--- src/rtl/core/clns_pkg.sv ---
// Package for the character-LCD nibble sequencer: request, phase and job types,
// request codes, hold times and the initialization phase table.
// No dependencies.
package clns_pkg;

  localparam int QUEUE_DEPTH = 2;

  // Request codes
  localparam logic [2:0] REQ_INIT   = 3'd0;
  localparam logic [2:0] REQ_CLEAR  = 3'd1;
  localparam logic [2:0] REQ_HOME   = 3'd2;
  localparam logic [2:0] REQ_CURSOR = 3'd3;
  localparam logic [2:0] REQ_CHAR   = 3'd4;

  // Display commands
  localparam logic [7:0] CMD_FUNC_SET  = 8'h28;
  localparam logic [7:0] CMD_DISP_OFF  = 8'h08;
  localparam logic [7:0] CMD_CLEAR     = 8'h01;
  localparam logic [7:0] CMD_ENTRY     = 8'h06;
  localparam logic [7:0] CMD_DISP_ON   = 8'h0C;
  localparam logic [7:0] CMD_HOME      = 8'h02;
  localparam logic [7:0] CMD_SET_DDRAM = 8'h80;
  localparam logic [7:0] ROW1_OFFSET   = 8'h40;
  localparam logic [3:0] NIB_WAKE      = 4'h3;
  localparam logic [3:0] NIB_4BIT      = 4'h2;
  localparam logic [7:0] MAX_ROW       = 8'd1;
  localparam logic [7:0] MAX_COL       = 8'h0F;

  // Hold times in milliseconds
  localparam logic [6:0] HOLD_SETTLE     = 7'd100;
  localparam logic [6:0] HOLD_NIBBLE     = 7'd1;
  localparam logic [6:0] HOLD_BYTE_TAIL  = 7'd3;
  localparam logic [6:0] HOLD_SLOW_TAIL  = 7'd5;
  localparam logic [6:0] HOLD_CLEAR_INIT = 7'd8;
  localparam logic [6:0] HOLD_WAKE0      = 7'd11;
  localparam logic [6:0] HOLD_WAKE1      = 7'd6;
  localparam logic [6:0] HOLD_WAKE2      = 7'd3;

  // Phase counts
  localparam int INIT_PHASES = 29;
  localparam int BYTE_PHASES = 4;
  localparam int STEP_W      = $clog2(INIT_PHASES);
  localparam logic [STEP_W-1:0] INIT_LAST_STEP = STEP_W'(INIT_PHASES - 1);
  localparam logic [STEP_W-1:0] BYTE_LAST_STEP = STEP_W'(BYTE_PHASES - 1);
  localparam logic [STEP_W-1:0] INIT_BYTE_BASE = STEP_W'(9);

  typedef struct packed {
    logic [2:0] req_type;
    logic [7:0] row;
    logic [7:0] col;
    logic [7:0] char_code;
  } req_t;

  typedef struct packed {
    logic       reg_select;
    logic [3:0] data_nibble;
    logic       enable;
    logic [6:0] hold_ms;
    logic       last;
  } phase_t;

  // One classified request, as queued for the back end
  typedef struct packed {
    logic       is_init;
    logic       rs;
    logic [7:0] byte_val;
    logic [6:0] tail_hold;
  } job_t;

  function automatic logic [7:0] init_cmd(input logic [2:0] idx);
    logic [7:0] cmd;
    case (idx)
      3'd0:    cmd = CMD_FUNC_SET;
      3'd1:    cmd = CMD_DISP_OFF;
      3'd2:    cmd = CMD_CLEAR;
      3'd3:    cmd = CMD_ENTRY;
      default: cmd = CMD_DISP_ON;
    endcase
    return cmd;
  endfunction

  // Phase of the initialization sequence at a given step
  function automatic phase_t init_phase(input logic [STEP_W-1:0] step);
    phase_t             ph;
    logic [STEP_W-1:0]  rel;
    logic [2:0]         bidx;
    logic [7:0]         cmd;
    ph = '0;
    ph.last = (step == INIT_LAST_STEP);
    rel  = step - INIT_BYTE_BASE;
    bidx = rel[4:2];
    cmd  = init_cmd(bidx);
    if (step == '0) begin
      ph.hold_ms = HOLD_SETTLE;
    end else if (step < INIT_BYTE_BASE) begin
      // wake-up nibbles: odd steps raise enable, even steps drop it
      ph.data_nibble = (step > STEP_W'(6)) ? NIB_4BIT : NIB_WAKE;
      ph.enable      = step[0];
      if (step[0]) begin
        ph.hold_ms = HOLD_NIBBLE;
      end else begin
        case (step)
          STEP_W'(2): ph.hold_ms = HOLD_WAKE0;
          STEP_W'(4): ph.hold_ms = HOLD_WAKE1;
          default:    ph.hold_ms = HOLD_WAKE2;
        endcase
      end
    end else begin
      ph.data_nibble = rel[1] ? cmd[3:0] : cmd[7:4];
      ph.enable      = ~rel[0];
      if (rel[1:0] == 2'd3) begin
        ph.hold_ms = (cmd == CMD_CLEAR) ? HOLD_CLEAR_INIT : HOLD_BYTE_TAIL;
      end else begin
        ph.hold_ms = HOLD_NIBBLE;
      end
    end
    return ph;
  endfunction

endpackage

--- src/rtl/core/char_lcd_nibble_sequencer.sv ---
// Top level of the 4-bit character-LCD bus sequencer: front decoder, job queue,
// phase back end. Uses clns_pkg, clns_front, clns_queue, clns_back.
//
//   channel  | handshake            | payload
//   ---------+----------------------+------------------------------
//   request  | req_valid/req_stall  | req   (clns_pkg::req_t)
//   phase    | phase_valid/phase_stall | phase (clns_pkg::phase_t)
//
// A request is loaded from the queue into the back end, then one phase per
// cycle unless phase_stall holds it: 29 phases for init, 4 for a byte
// request, set by the back end's phase counter. Unknown request codes transfer and emit nothing.
// rst clears queue pointers, back-end state and phase_valid.
// A stalled phase holds in the output register while the queue keeps
// taking requests until it fills.
module char_lcd_nibble_sequencer #(
  parameter int QUEUE_DEPTH = clns_pkg::QUEUE_DEPTH
) (
  input  logic             clk,
  input  logic             rst,
  input  logic             req_valid,
  output logic             req_stall,
  input  clns_pkg::req_t   req,
  output logic             phase_valid,
  input  logic             phase_stall,
  output clns_pkg::phase_t phase
);

  logic           q_full;
  logic           q_not_empty;
  logic           push;
  logic           pop;
  clns_pkg::job_t push_job;
  clns_pkg::job_t q_head;

  clns_front u_front (
    .req_valid (req_valid),
    .req_stall (req_stall),
    .req       (req),
    .q_full    (q_full),
    .push      (push),
    .job       (push_job)
  );

  clns_queue #(
    .DEPTH (QUEUE_DEPTH)
  ) u_queue (
    .clk       (clk),
    .rst       (rst),
    .push      (push),
    .push_job  (push_job),
    .pop       (pop),
    .full      (q_full),
    .not_empty (q_not_empty),
    .head      (q_head)
  );

  clns_back u_back (
    .clk         (clk),
    .rst         (rst),
    .q_not_empty (q_not_empty),
    .q_head      (q_head),
    .pop         (pop),
    .phase_valid (phase_valid),
    .phase_stall (phase_stall),
    .phase       (phase)
  );

endmodule

--- src/rtl/core/clns_front.sv ---
// Front end: decodes a request into a queued job (init sequence or one byte).
// Uses clns_pkg.
module clns_front (
  input  logic          req_valid,
  output logic          req_stall,
  input  clns_pkg::req_t req,
  input  logic          q_full,
  output logic          push,
  output clns_pkg::job_t job
);

  logic       known;
  logic [7:0] row_c;
  logic [7:0] col_c;
  logic [7:0] addr;

  assign row_c = (req.row > clns_pkg::MAX_ROW) ? clns_pkg::MAX_ROW : req.row;
  assign col_c = (req.col > clns_pkg::MAX_COL) ? clns_pkg::MAX_COL : req.col;
  assign addr  = clns_pkg::CMD_SET_DDRAM | (col_c +
                 ((row_c == clns_pkg::MAX_ROW) ? clns_pkg::ROW1_OFFSET : 8'd0));

  always_comb begin
    known = 1'b1;
    job   = '0;
    job.tail_hold = clns_pkg::HOLD_BYTE_TAIL;
    unique case (req.req_type)
      clns_pkg::REQ_INIT: begin
        job.is_init = 1'b1;
      end
      clns_pkg::REQ_CLEAR: begin
        job.byte_val  = clns_pkg::CMD_CLEAR;
        job.tail_hold = clns_pkg::HOLD_SLOW_TAIL;
      end
      clns_pkg::REQ_HOME: begin
        job.byte_val  = clns_pkg::CMD_HOME;
        job.tail_hold = clns_pkg::HOLD_SLOW_TAIL;
      end
      clns_pkg::REQ_CURSOR: begin
        job.byte_val = addr;
      end
      clns_pkg::REQ_CHAR: begin
        job.rs       = 1'b1;
        job.byte_val = req.char_code;
      end
      default: begin
        known = 1'b0;
      end
    endcase
  end

  // Unknown requests transfer but push nothing
  assign req_stall = q_full;
  assign push      = req_valid && !q_full && known;

endmodule

--- src/rtl/core/clns_queue.sv ---
// Short job queue between front and back end.
// Uses clns_pkg for the job type.
module clns_queue #(
  parameter int DEPTH = clns_pkg::QUEUE_DEPTH
) (
  input  logic           clk,
  input  logic           rst,
  input  logic           push,
  input  clns_pkg::job_t push_job,
  input  logic           pop,
  output logic           full,
  output logic           not_empty,
  output clns_pkg::job_t head
);

  localparam int PTR_W = (DEPTH > 1) ? $clog2(DEPTH) : 1;
  localparam int CNT_W = $clog2(DEPTH + 1);

  clns_pkg::job_t   slots [DEPTH];
  logic [PTR_W-1:0] wr_ptr;
  logic [PTR_W-1:0] rd_ptr;
  logic [CNT_W-1:0] count;

  assign full      = (count == CNT_W'(DEPTH));
  assign not_empty = (count != '0);
  assign head      = slots[rd_ptr];

  always_ff @(posedge clk) begin
    if (push) begin
      slots[wr_ptr] <= push_job;
    end
  end

  always_ff @(posedge clk) begin
    if (rst) begin
      wr_ptr <= '0;
      rd_ptr <= '0;
      count  <= '0;
    end else begin
      if (push) begin
        wr_ptr <= (wr_ptr == PTR_W'(DEPTH - 1)) ? '0 : wr_ptr + 1'b1;
      end
      if (pop) begin
        rd_ptr <= (rd_ptr == PTR_W'(DEPTH - 1)) ? '0 : rd_ptr + 1'b1;
      end
      if (push && !pop) begin
        count <= count + 1'b1;
      end else if (pop && !push) begin
        count <= count - 1'b1;
      end
    end
  end

endmodule

--- src/rtl/core/clns_back.sv ---
// Back end: walks one job through its pin phases into a registered output.
// Uses clns_pkg for job and phase types and the init table.
module clns_back (
  input  logic            clk,
  input  logic            rst,
  input  logic            q_not_empty,
  input  clns_pkg::job_t  q_head,
  output logic            pop,
  output logic            phase_valid,
  input  logic            phase_stall,
  output clns_pkg::phase_t phase
);

  logic                        busy;
  clns_pkg::job_t              job;
  logic [clns_pkg::STEP_W-1:0] step;
  clns_pkg::phase_t            cur;
  clns_pkg::phase_t            init_ph;
  logic                        advance;

  assign init_ph = clns_pkg::init_phase(step);

  always_comb begin
    if (job.is_init) begin
      cur = init_ph;
    end else begin
      cur.reg_select  = job.rs;
      cur.data_nibble = step[1] ? job.byte_val[3:0] : job.byte_val[7:4];
      cur.enable      = ~step[0];
      cur.last        = (step == clns_pkg::BYTE_LAST_STEP);
      cur.hold_ms     = cur.last ? job.tail_hold : clns_pkg::HOLD_NIBBLE;
    end
  end

  assign advance = busy && (!phase_valid || !phase_stall);
  assign pop     = !busy && q_not_empty;

  always_ff @(posedge clk) begin
    if (pop) begin
      job <= q_head;
    end
    if (advance) begin
      phase <= cur;
    end
  end

  always_ff @(posedge clk) begin
    if (rst) begin
      busy        <= 1'b0;
      step        <= '0;
      phase_valid <= 1'b0;
    end else begin
      if (pop) begin
        busy <= 1'b1;
        step <= '0;
      end else if (advance) begin
        // drop busy after the final phase, else move to the next one
        if (cur.last) begin
          busy <= 1'b0;
        end else begin
          step <= step + 1'b1;
        end
      end
      if (advance) begin
        phase_valid <= 1'b1;
      end else if (!phase_stall) begin
        phase_valid <= 1'b0;
      end
    end
  end

endmodule

--- config.mk ---
export PLATFORM = sky130hd
export DESIGN_NAME = char_lcd_nibble_sequencer
export DESIGN_NICKNAME = d
export VERILOG_FILES = /design/src/rtl/core/clns_pkg.sv /design/src/rtl/core/char_lcd_nibble_sequencer.sv /design/src/rtl/core/clns_front.sv /design/src/rtl/core/clns_queue.sv /design/src/rtl/core/clns_back.sv
export SDC_FILE = /design/constraint.sdc
export NUM_CORES = 1
export LEC_CHECK = 0
export BUFFER_PORTS_ARGS = -buffer_cell sky130_fd_sc_hd__buf_4
export CORE_ASPECT_RATIO = 0.9
export CORE_UTILIZATION = 45
export DETAILED_ROUTE_END_ITERATION = 16
export PLACE_DENSITY = 0.64
export SLEW_MARGIN = 20
export SYNTH_ARGS = -nofsm -noshare
export SYNTH_HDL_FRONTEND = slang
export SYNTH_SLANG_ARGS = --single-unit
--- constraint.sdc ---
create_clock -name clk -period 5.1 [get_ports clk]
set_clock_uncertainty 0.05 [all_clocks]
set_input_delay 0.765 -clock clk [delete_from_list [all_inputs] [get_ports clk]]
set_output_delay 0.765 -clock clk [all_outputs]
set_load 0.05 [all_outputs]
== Word level (Yosys, flattened, before mapping) ==
Memories as Yosys holds them, arrays and structs flattened. A register that Yosys moved wholly into a read port is not among the register bits.
Index checks and enable logic that the tools add are counted.

* Register bits after elaboration: 32
* RAM bits: 26
* Logic and storage cells: 100
* Memories kept: 1

* $add $sub $neg: 7
* $lt $le $gt $ge: 4
* Eq/ne operators: 16
* Multiplexer cells: 32
* Bitwise gates (word level): 3
* Reductions and logical operators: 25

{| class="wikitable"
|+ Memories
! memory !! depth !! width !! read ports !! clocked after Yosys merged registers in !! wr ports !! RTL line !! RTL
|-
| u_queue.slots || 2 || 13 || 1 || 1 || 1 || clns_queue.sv:19 || <nowiki>clns_pkg::job_t slots [DEPTH];</nowiki>
|}

{| class="wikitable"
|+ Operators by type and width
! operator !! count
|-
| two-way mux 7 bit || 6
|-
| one-hot mux 8 bit (4 select lines) || 1
|-
| one-hot mux 6 bit (4 select lines) || 1
|-
| two-way mux 1 bit || 13
|-
| two-way mux 13 bit || 1
|-
| equality test 3 x 2 -> 1 bit, second input constant || 4
|-
| two-way mux 12 bit || 1
|-
| two-way mux 4 bit || 3
|-
| equality test 5 x 2 -> 1 bit, second input constant || 2
|-
| equality test 8 x 1 -> 1 bit, second input constant || 1
|-
| greater-than comparator 8 x 1 -> 1 bit, second input constant || 1
|-
| greater-than comparator 8 x 4 -> 1 bit, second input constant || 1
|-
| two-way mux 8 bit || 1
|-
| one-hot mux 4 bit (2 select lines) || 1
|-
| nonzero test 2 bit || 4
|-
| adder 7 bit || 1
|-
| equality test 3 x 1 -> 1 bit, second input constant || 2
|-
| equality test 6 x 1 -> 1 bit, second input constant || 1
|-
| logical AND 1 bit || 6
|-
| logical NOT 1 bit || 6
|-
| logical NOT 3 bit || 2
|-
| adder 5 x 1 -> 5 bit, second input constant || 1
|-
| equality test 5 x 3 -> 1 bit, second input constant || 1
|-
| equality test 5 bit, second input constant || 1
|-
| 18 further kinds || 25
|}

== Logic depth before layout (Yosys ltp) ==
* Depth in word-level cells: 12
* Gate-level depth with buffers: 9
* Depth with buffers taken out: 7

== Hierarchy ==
Synthesis repeated with hierarchy kept, for this count alone.

* Cells, all modules: 266
* Area, all modules: 3478.3 um2

{| class="wikitable"
|+ By module, submodules not included
! module !! instances !! cells each !! area each (um2) !! seq. area each (um2)
|-
| clns_back || 1 || 152 || 1790.5 || 1071.0
|-
| clns_queue || 1 || 75 || 1435.1 || 1121.1
|-
| clns_front || 1 || 39 || 252.7 || 0.0
|}

== Least setup slack after synthesis ==
Ideal clock, no wire load.

* Kind: input to register
* Start point: in phase_stall
* End point: reg u_back.step[4] (netlist name)
* Arrival time: 2616 ps
* Data required time: 4929 ps
* Setup slack: 2313 ps
* Stages: 5
* Buffers on the path: 1
* Cells stage by stage: a21boi_0 -> o221a_1 -> buf_6 -> nand4_1 -> mux2_2

* Longest elaborated chain between the ends: 4

{| class="wikitable"
|+ Ends and longest elaborated chain
! element !! RTL line !! RTL
|-
| from (decl) || char_lcd_nibble_sequencer.sv:24 || <nowiki>input logic phase_stall,</nowiki>
|-
| logical NOT 1 bit || clns_back.sv:35 || <nowiki>assign advance = busy && (!phase_valid || !phase_stall);</nowiki>
|-
| logical OR 1 bit || clns_back.sv:35 ||
|-
| logical AND 1 bit || clns_back.sv:35 ||
|-
| AND reduction 2 bit (no line) || - ||
|-
| to (signal assigned) || clns_back.sv:61 || <nowiki>step <= step + 1'b1;</nowiki>
|-
| to (decl) || clns_back.sv:16 || <nowiki>logic [clns_pkg::STEP_W-1:0] step;</nowiki>
|}

Every way passes these cells.
A chain may end at the register's enable or synchronous reset.

== Worst setup path in the final report ==
* Start point: reg u_back.step[1] (netlist name)
* End point: reg u_back.step[4] (netlist name)

* Longest elaborated chain between the ends: 4

{| class="wikitable"
|+ Ends and longest elaborated chain
! element
|-
| branches (longest 4 deep; another with adder 5 x 1 -> 5 bit)
|}

Several ways; the timed one is not identified.

==> metrics.txt <==
# TYPE chip_impl_metric gauge
chip_impl_metric{name="synth_nets",unit=""} 278
chip_impl_metric{name="crit_path_max_incr_delay",unit="ns"} 0.61
chip_impl_metric{name="global_route.usage.total",unit="%"} 16.40
chip_impl_info{name="synth_top_cell_by_area",value="edfxtp_1"} 1
chip_impl_metric{name="vdd_drop_max",unit="mV"} 0.1897
chip_impl_metric{name="cts-hold-fix-buffers",unit=""} 0
chip_impl_metric{name="route.detailed.drc",unit=""} 0
chip_impl_info{name="synth-main-ff-cell",value="edfxtp_1"} 1
chip_impl_metric{name="drive_above_1_share",unit="%"} 27.53
chip_impl_metric{name="syn-instance-count",unit=""} 243
chip_impl_info{name="timing.rr.start",value="u_back.step[1]$_SDFFE_PP0P_"} 1
chip_impl_metric{name="placedInstanceArea",unit="um2"} 3147
chip_impl_metric{name="ys_seq_elements",unit=""} 59
chip_impl_metric{name="antenna_cells",unit=""} 0
chip_impl_metric{name="leakagePower",unit="nW"} 1.248
chip_impl_metric{name="dp.final_hpwl",unit="mm"} 3.344
chip_impl_info{name="setup_repair_after_global_routing_missed_its_margin",value="false"} 1
chip_impl_metric{name="fmaxAchievable",unit="GHz"} 0.4110
chip_impl_metric{name="tritoncts.num_buffers",unit=""} 9
chip_impl_metric{name="drtIter0Drc",unit=""} 78
chip_impl_metric{name="routed_wl_per_cell",unit="um"} 13.80
chip_impl_metric{name="nets",unit=""} 317
chip_impl_metric{name="netlist_area",unit="um2"} 2803
chip_impl_metric{name="synth_edf_count",unit=""} 48
chip_impl_metric{name="antenna_found_initial",unit=""} 0
chip_impl_metric{name="routed-via-count",unit=""} 1921
chip_impl_metric{name="global_route_wire_length_before_repair",unit="mm"} 8.204
chip_impl_metric{name="p_per_area",unit="nW/um2"} 522.3
chip_impl_metric{name="place.detailed.instances",unit=""} 341
chip_impl_metric{name="synth_cell_types",unit=""} 47
chip_impl_metric{name="global_route.overflow_total",unit=""} 0
chip_impl_metric{name="io_pins",unit=""} 47
chip_impl_metric{name="avgSynthCellArea",unit="um2"} 11.53
chip_impl_metric{name="timing.critical_path.arrival",unit="ns"} 2.61
chip_impl_metric{name="cp_num_cells",unit=""} 6
chip_impl_metric{name="initial_core_util",unit="%"} 47.86
chip_impl_info{name="setup.worst_path.end_class",value="flop"} 1
chip_impl_metric{name="worst_slew_pin_slew",unit="ns"} 1.039
chip_impl_info{name="critical_path.endpoint",value="u_back.step[4]$_SDFFE_PP0P_"} 1
chip_impl_metric{name="clk_latency",unit="ns"} 0.33
chip_impl_metric{name="synth-async-reset-ratio",unit="%"} 0
chip_impl_info{name="worst_r2r_endpoint",value="u_back.step[4]$_SDFFE_PP0P_"} 1
chip_impl_metric{name="maxCapViolations",unit=""} 0
chip_impl_metric{name="finish.utilization",unit="%"} 57.59
chip_impl_metric{name="number_of_port_buffers",unit=""} 45
chip_impl_metric{name="r2r.worst_path.cells",unit=""} 6
chip_impl_metric{name="timing.critical_path.buf_inv",unit=""} 1
chip_impl_metric{name="crit_required",unit="ns"} 5.27
chip_impl_metric{name="ys.warnings.count",unit=""} 0
chip_impl_metric{name="clock_path_buffers",unit=""} 2
chip_impl_metric{name="place.gp.congestion",unit=""} 0.7738
chip_impl_info{name="cts_tree",value="done"} 1
chip_impl_metric{name="clkTransAtPathRegs",unit="ns"} 0.06
chip_impl_info{name="crit_type",value="flop to flop"} 1
chip_impl_metric{name="finalInstanceArea",unit="um2"} 3372
chip_impl_metric{name="detail_route.wirelength",unit="mm"} 4.926
chip_impl_metric{name="grt_pass1_vias",unit=""} 1810
chip_impl_metric{name="cell_rows",unit=""} 26
chip_impl_metric{name="final.fill_count",unit=""} 505
chip_impl_metric{name="cts_max_level",unit=""} 3
chip_impl_metric{name="drt-vias-per-instance",unit=""} 5.381
chip_impl_metric{name="die_width",unit="um"} 85.19
chip_impl_metric{name="path_max_fanout",unit=""} 17
chip_impl_metric{name="final.min_clock_period",unit="ns"} 2.433
chip_impl_metric{name="drt_pre_antenna_iters",unit=""} 4
chip_impl_info{name="critical_path.startpoint_type",value="flop"} 1
chip_impl_info{name="status",value="finished, final reports clean"} 1
chip_impl_metric{name="drv_slew",unit=""} 0
chip_impl_info{name="launch_point_of_the_critical_path",value="u_back.step[1]$_SDFFE_PP0P_"} 1
chip_impl_metric{name="timing.final.hold_violations",unit=""} 0
chip_impl_metric{name="max_slew_margin",unit="%"} 30.50
chip_impl_metric{name="tritoncts_num_sinks",unit=""} 59
chip_impl_metric{name="period_share",unit="%"} 47.71
chip_impl_metric{name="finalHoldWorstSlack",unit="ns"} 0.4509
chip_impl_metric{name="area_delta_synth_final",unit="%"} 20.31
chip_impl_info{name="path_cells",value="inv_1 -> ha_1 -> nand2_1 -> o221a_1 -> nand4_1 -> mux2_2"} 1
chip_impl_metric{name="pre_cts_ws",unit="ns"} 2.150
chip_impl_metric{name="synth_largest_type_area_fraction",unit="%"} 51.43
chip_impl_metric{name="power.total",unit="mW"} 1.761
chip_impl_metric{name="synth.yosys.seq_area_share",unit="%"} 59.29
chip_impl_metric{name="finalSetupTns",unit="ns"} 0
chip_impl_metric{name="fin_ws",unit="ns"} 2.667
chip_impl_metric{name="rrSetupSlack",unit="ns"} 2.67
chip_impl_info{name="critPathSlowestCell",value="dfxtp_1"} 1
chip_impl_info{name="timing.critical_path.max_delay_family",value="flip-flops"} 1
chip_impl_metric{name="die_height",unit="um"} 76.87
chip_impl_info{name="clock_tree.root_cell",value="clkbuf_8"} 1
chip_impl_metric{name="cts_repair_resize_count",unit=""} 0
chip_impl_metric{name="postRouteAntennaNets",unit=""} 0
chip_impl_metric{name="grt_start_max_net_pins",unit=""} 18
chip_impl_metric{name="placeableCoreArea",unit="um2"} 5856
chip_impl_metric{name="die-area",unit="um2"} 6548
chip_impl_info{name="post_synth_main_area_contributors",value="edfxtp_1, dfxtp_1, mux2_2, nor2_1, nand2_1"} 1
chip_impl_metric{name="cts_post_setup_buffers_inserted",unit=""} 0
chip_impl_info{name="worstHoldPathType",value="flop to flop"} 1
chip_impl_metric{name="finish.cell_count_without_fillers",unit=""} 357
chip_impl_metric{name="setup_viol",unit=""} 0
-- final cells by class --
class | count | area (um2) | area share (%)
Inverter | 9 | 33.78 | 1.002
Clock buffer | 10 | 127.6 | 3.785
Clock inverter | 6 | 88.84 | 2.635
Tap cell | 70 | 87.58 | 2.597
Multi-Input combinational cell | 158 | 1035 | 30.69
Timing Repair Buffer | 45 | 337.8 | 10.02
Sequential cell | 59 | 1662 | 49.28
-- metal layers --
layer	wire, um	up-vias	global-route usage (%)
met3	295	7	5.813
li1	-	962	-
met2	2359	64	26.77
met4	74	0	6.780
met1	2197	888	19.66
met5	0	-	0
-- where the power goes --
| group | internal [mW] | leakage (nW) | switching (mW) | total (mW) |
|---|---|---|---|---|
| clock network | 0.276 | 0.103 | 0.180 | 0.455 |
| logic | 0.210 | 0.603 | 0.349 | 0.559 |
| registers | 0.673 | 0.542 | 0.0742 | 0.747 |
-- sequential cells by signal (all words and copies together) (netlist names) --
name and cells:
u_queue.slots 24, u_back.job 12, u_back.phase 12, u_back.step 5, u_queue.count 2, u_back.busy 1
u_back.phase_valid 1, u_queue.rd_ptr 1, u_queue.wr_ptr 1
-- how the worst min path moves through the flow --
stage | startpoint | endpoint | depth (start not counted)
floorplan | u_queue.count[1]$_SDFFE_PP0P_ | u_queue.count[1]$_SDFFE_PP0P_ | 2
global placement | u_queue.count[1]$_SDFFE_PP0P_ | u_queue.count[1]$_SDFFE_PP0P_ | 2
detailed placement | u_queue.count[1]$_SDFFE_PP0P_ | u_queue.count[1]$_SDFFE_PP0P_ | 2
CTS | u_queue.count[1]$_SDFFE_PP0P_ | u_queue.count[1]$_SDFFE_PP0P_ | 2
global route | u_queue.count[1]$_SDFFE_PP0P_ | u_queue.count[1]$_SDFFE_PP0P_ | 2
finish | u_queue.count[1]$_SDFFE_PP0P_ | u_queue.count[1]$_SDFFE_PP0P_ | 2
-- worst min-delay path, cell delays in order (launching register included) --
cell and delay, ns:
dfxtp_1 0.33, o21ai_0 0.07, a21oi_1 0.06
-- cells by family (layout without fill, tap and decap cells) --
group / after synthesis / in the layout / synth area share, %
simple gates: 85 / 85 / 15.18
compound gates: 43 / 43 / 10.27
flops: 59 / 59 / 59.29
mux: 18 / 18 / 7.054
other cells: 1 / 1 / 0.1338
buf+inv: 26 / 70 / 4.107
fa+ha+maj: 4 / 4 / 1.786
xor+xnor: 7 / 7 / 2.188
-- cells in the mapped netlist, types with 2 or more instances --
library cell and instances:
a21oi_1 7, nor3b_1 2, nand4_1 5, nand3_1 7, nor4_1 3, a211o_1 3, a211oi_1 2, a21boi_0 3
clkbuf_1 11, buf_2 2, edfxtp_1 48, mux2_2 14, nor3_1 4, inv_1 9, nand2_1 15, nand2b_1 6
nor2b_1 5, o211ai_1 4, dfxtp_1 11, or2_2 2, buf_4 2, ha_1 4, mux2i_1 4, and2_1 4
o22ai_1 3, xnor2_1 4, o21ai_0 11, nor2_1 26, or3_1 2, xor2_1 3
-- placed cells by master, fill, tap and decap left out, types with 5 or more instances in the layout --
cell	count
a21oi_1	7
buf_4	45
clkbuf_8	9
dfxtp_1	11
edfxtp_1	48
inv_1	9
mux2_2	14
nand2_1	15
nand2b_1	6
nand3_1	7
nand4_1	5
nor2_1	26
nor2b_1	5
o21ai_0	11
No activity file was read; power rests on OpenSTA's default activity.
